==> src/rtl/csp_pkg.sv <==
`timescale 1ns / 1ps
package csp_pkg;

  localparam int unsigned STACK_DEPTH_DEF   = 64;
  localparam int unsigned TABLE_ENTRIES_DEF = 128;
  localparam int unsigned ID_BITS_DEF       = 32;

  typedef enum logic [1:0] {
    OP_ENTER = 2'd0,
    OP_EXIT  = 2'd1,
    OP_FLUSH = 2'd2,
    OP_READ  = 2'd3
  } csp_op_t;

  typedef enum logic [2:0] {
    ST_OK        = 3'd0,
    ST_IGNORED   = 3'd1,
    ST_DROPPED   = 3'd2,
    ST_LOST      = 3'd3,
    ST_BAD_INDEX = 3'd4
  } csp_status_t;

  typedef enum logic [2:0] {
    S_IDLE,
    S_DISPATCH,
    S_RD,
    S_CALC,
    S_UPD,
    S_OUT
  } csp_state_t;

  // Command broadcast to every table cell.
  typedef struct packed {
    logic upd;
    logic alloc;
  } csp_cell_ctl_t;

endpackage

==> src/rtl/csp_cell.sv <==
`timescale 1ns / 1ps
module csp_cell import csp_pkg::*; #(
  parameter int unsigned IDX           = 0,
  parameter int unsigned TABLE_ENTRIES = TABLE_ENTRIES_DEF,
  parameter int unsigned ID_BITS       = ID_BITS_DEF,
  localparam int unsigned CW = $clog2(TABLE_ENTRIES + 1)
) (
  input  logic                clk,
  input  csp_cell_ctl_t       ctl,
  input  logic [CW-1:0]       used,
  input  logic [ID_BITS-1:0]  key,
  input  logic [ID_BITS-1:0]  wr_id,
  input  logic [63:0]         add_total,
  input  logic [63:0]         add_self,
  output logic                match,
  output logic [ID_BITS-1:0]  id,
  output logic [31:0]         calls,
  output logic [63:0]         total,
  output logic [63:0]         self_sum
);

  logic in_use;
  logic mine;

  assign in_use = CW'(IDX) < used;
  assign match  = in_use && (id == key);
  assign mine   = CW'(IDX) == used;

  // The cell that is hit accumulates in place; the first free cell takes a new id.
  always_ff @(posedge clk) begin
    if (ctl.upd && match) begin
      calls    <= calls + 32'd1;
      total    <= total + add_total;
      self_sum <= self_sum + add_self;
    end else if (ctl.alloc && mine) begin
      id       <= wr_id;
      calls    <= 32'd1;
      total    <= add_total;
      self_sum <= add_self;
    end
  end

endmodule

==> config.mk <==
export PLATFORM = sky130hd
export DESIGN_NAME = csp_cell
export DESIGN_NICKNAME = d
export VERILOG_FILES = /design/src/rtl/csp_pkg.sv /design/src/rtl/csp_cell.sv
export SDC_FILE = /design/constraint.sdc
export NUM_CORES = 1
export LEC_CHECK = 0
export ABC_CLOCK_PERIOD_IN_PS = 20700
export BUFFER_PORTS_ARGS = -buffer_cell sky130_fd_sc_hd__buf_2
export CAP_MARGIN = 15
export CELL_PAD_IN_SITES_DETAIL_PLACEMENT = 2
export CELL_PAD_IN_SITES_GLOBAL_PLACEMENT = 2
export CORE_MARGIN = 2
export CORE_UTILIZATION = 30
export CTS_BUF_LIST = sky130_fd_sc_hd__clkbuf_4 sky130_fd_sc_hd__clkbuf_8
export DETAILED_ROUTE_END_ITERATION = 8
export HOLD_SLACK_MARGIN = 0.02
export PLACE_DENSITY = 0.81
export RECOVER_POWER = 50
export SYNTH_ARGS = -nofsm -noshare
export SYNTH_HDL_FRONTEND = slang
export SYNTH_SLANG_ARGS = --single-unit
==> constraint.sdc <==
create_clock -name clk -period 20.7 [get_ports clk]
set_input_delay 3.105 -clock clk [delete_from_list [all_inputs] [get_ports clk]]
set_output_delay 3.105 -clock clk [all_outputs]
set_load 0.02 [all_outputs]
==> impl_metrics.ini <==
[critical_path]
critical-path-slowest-cell = sky130_fd_sc_hd__nand2_1
worst-setup-path-type = in2reg
cp.required_ps = 20910
critical_path_peak_fanout = 117
worst_setup_path_end_kind = flop
worst-endpoint-arrival_ps = 9930
cpPeakStageDelay_ps = 2180
worst_r2r_endpoint = total[27]
timing.critical_path.cells = buf_2 > xor2_1 > or4_1 > or4_1 > nor3_1 > nand2_1 > nor3_1 > nand2_1 > nand2_4 > buf_4
rr_worst_depth = 9
path_delay_family = simple AND/OR/NAND/NOR gates
critPathBufInv = 2
reg2reg_from = id[18]
worst-r2r-setup-slack_ps = 13130
worst_setup_path_start_kind = input pin

[sta]
timing.final.crit_period_ps = 9720
finalHoldWorstSlack_ps = 664
setup_viol = 0
hold_violations = 0
period_share_pct = 46.9
fin_skew_ps = 24.7
grt_setup_unrepaired = false
max-slew-margin-rel_pct = -164
fin_setup_tns_ps = 0
max_freq_ghz = 0.103
max_slew.worst_pin.slew_ps = 3960
slew_violations = 118

[synthesis]
postSynth.asyncResetShare_pct = 0
synthesis.nets = 2023
post-synth-top-area-cell = sky130_fd_sc_hd__edfxtp_1
synth_commonest_cells = 252 x sky130_fd_sc_hd__nand2_1, 192 x sky130_fd_sc_hd__edfxtp_1, 190 x sky130_fd_sc_hd__o21ai_0
leading_cell_type_by_number_of_instances_after_synthesis = sky130_fd_sc_hd__nand2_1
synth-edff-count = 192
yosys_reg_bits = 192
post_synth_cell_types = 70
synth_area_leaders = sky130_fd_sc_hd__edfxtp_1 38%, sky130_fd_sc_hd__ha_1 10%, sky130_fd_sc_hd__o21ai_0 6.3%, sky130_fd_sc_hd__nand2_1 6.2%, sky130_fd_sc_hd__xnor2_1 5.8%
synth.cell_area_um2 = 15200
fraction_of_synthesized_cell_area_taken_by_the_top_area_cell_type_pct = 38.0
synth_cells = 1691
synthesis.yosys.warnings = 0
ys_seq_area_share_pct = 38.0
syn_avg_cell_area_um2 = 8.97
dominantRegCellSynth = sky130_fd_sc_hd__edfxtp_1

[route]
post-route-drc-count = 0
vias = 14600
ant_nets = 0
drt_pre_antenna_iters = 8
drtIter0Drc = 512
vias_per_cell = 5.35
wl_um = 57700
post_drt_wl_per_cell_um = 21.1

[power]
cellPowerDensity_nw_per_um2 = 49.3
ir_drop_mv = 0.0299
leakagePower_nw = 7.12

[placement]
placed_cells = 2696
detailed_place_hpwl_um = 46400
finalWeightedCongestion = 0.918
total_of_buffers_placed_on_input_and_output_ports = 395

[final_layout]
fill_cells = 5835
areaGrowthSynthToFinish_pct = 17.8
final_cells = 2731
layout.nets = 2375
final_layout_size_suffix_gt1_share_pct = 12.7

[floorplanning]
fp-row-count = 82
die_w_um = 229
die_h_um = 229
placeable_area_um2 = 50100
design.portCount = 396
design.die.area_um2 = 52400
initial_cell_density_of_the_core_pct = 30.3

[min_path]
timing.hold.worst_endpoint = calls[0]
worstHoldPathCells = 1
hold_start = calls[0]
hp-class = reg2reg

[cts]
post_cts_buffers = 0
post_cts_resized = 0
worst_setup_hold_path_clk_slew_ps = 130
clkLatencyLatePin_ps = 600
cts_buffers = 17
cts_tree = yes
clock_tree.htree_level_count = 4
cts.sink_count = 192
cts_hold_buffers = 0
root_buffer = sky130_fd_sc_hd__clkbuf_8
cts-root-to-sink-buffers = 2

[grt]
grt_use_total_pct = 21.9
first_global_vias = 16100
pin_count_of_the_biggest_net_entering_global_routing = 118
antenna_found_initial = 12
wire_length_of_the_first_global_routing_pass_um = 90500
global_route.overflow_total = 0

[run_status]
run_status = complete, but fails checks
violations = max-capacitance violations, max-slew violations

[flow_run]
cap_violations = 1
## power breakdown
part / switching [W] / internal (W)
Combinational: 0.000100 / 0.0000704
Clock: 0.000180 / 0.000103
Sequential: 0.000000529 / 0.000427
## placed cells by master, fill, tap and decap left out, types with 6 or more instances in the layout
cell,instances
sky130_fd_sc_hd__nand2_1,252
sky130_fd_sc_hd__buf_2,201
sky130_fd_sc_hd__clkbuf_1,195
sky130_fd_sc_hd__edfxtp_1,192
sky130_fd_sc_hd__o21ai_0,190
sky130_fd_sc_hd__a21oi_1,155
sky130_fd_sc_hd__ha_1,127
sky130_fd_sc_hd__xnor2_1,100
sky130_fd_sc_hd__nor2_1,88
sky130_fd_sc_hd__xor2_1,80
sky130_fd_sc_hd__a21o_1,55
sky130_fd_sc_hd__nand4_1,46
sky130_fd_sc_hd__nand3_1,39
sky130_fd_sc_hd__inv_1,35
sky130_fd_sc_hd__o21bai_1,28
sky130_fd_sc_hd__a31oi_1,25
sky130_fd_sc_hd__nor3_1,22
sky130_fd_sc_hd__and3_1,19
sky130_fd_sc_hd__o21a_1,17
sky130_fd_sc_hd__clkbuf_8,17
sky130_fd_sc_hd__nor2b_1,14
sky130_fd_sc_hd__a211oi_1,13
sky130_fd_sc_hd__nand2b_1,12
sky130_fd_sc_hd__o21ai_1,11
sky130_fd_sc_hd__or2_2,9
sky130_fd_sc_hd__or3_1,9
sky130_fd_sc_hd__or4_1,7
sky130_fd_sc_hd__nor4_1,6
sky130_fd_sc_hd__o31ai_1,6
sky130_fd_sc_hd__inv_8,6
## worst max-delay path by stage
stage	from	to	cells past startpoint
after floorplan	key[18]	calls[0]	11
after global placement	key[18]	match	8
after global routing	key[15]	total[32]	10
after detailed placement	key[18]	match	8
final	key[18]	total[27]	10
after CTS	key[15]	match	8
## logic make-up after synthesis
family                     count (synthesis)  share of synthesized area (%)
and+or+nand+nor                          542                           16.6
adders and majority gates                129                           10.7
DFF                                      192                           38.0
AOI/OAI and AO/OA                        543                           21.2
buffers and inverters                    103                           2.95
muxes                                      2                          0.140
xor gates and xnor gates                 180                           10.4
## metal layers
| metal | track usage [%] | up-vias | share of wire [%] |
|---|---|---|---|
| met3 | 5.68 | 79 | 4.9 |
| met1 | 25.1 | 7266 | 41 |
| met4 | 5.82 | 18 | 1.9 |
| li1 | - | 6935 | - |
| met2 | 40.0 | 317 | 52 |
| met5 | 0 | - | 0.22 |
## state kept, by name, summed over array words and instances (netlist names)
name,cells
calls,32
id,32
self_sum,64
total,64
## per-stage QoR
step | utilization [%] | setup slack, ps | cell area (um2) | total power, W
final | 35.7 | 10980 | 17900 | 0.000882
after global routing | 35.7 | 10220 | 17900 | 0.000923
after floorplan | - | 11350 | 15200 | 0.000545
after detailed placement | 35.4 | 12350 | 17700 | 0.000606
after CTS | 36.2 | 12360 | 18100 | 0.000898
after global placement | 35.4 | 12390 | 17700 | 0.000598
## worst reg2reg max path: cells and delay by family, from the launching register on
family | cells | cell delay [ps]
xor+xnor | 1 | 200
buf+inv | 1 | 930
flops | 1 | 460
simple gates | 7 | 5570
## cell type report
cell class / count / area [um2] / share of cell area [%]
Inverter: 36 / 135 / 0.756
Sequential cell: 192 / 5770 / 32.3
Clock buffer: 18 / 241 / 1.35
Timing Repair Buffer: 400 / 1770 / 9.89
Antenna cell: 3 / 7.51 / 0.0420
Clock inverter: 14 / 161 / 0.903
Tap cell: 672 / 841 / 4.70
Multi-Input combinational cell: 1396 / 8950 / 50.1
Note: power is estimated with default switching activity, not from simulation.
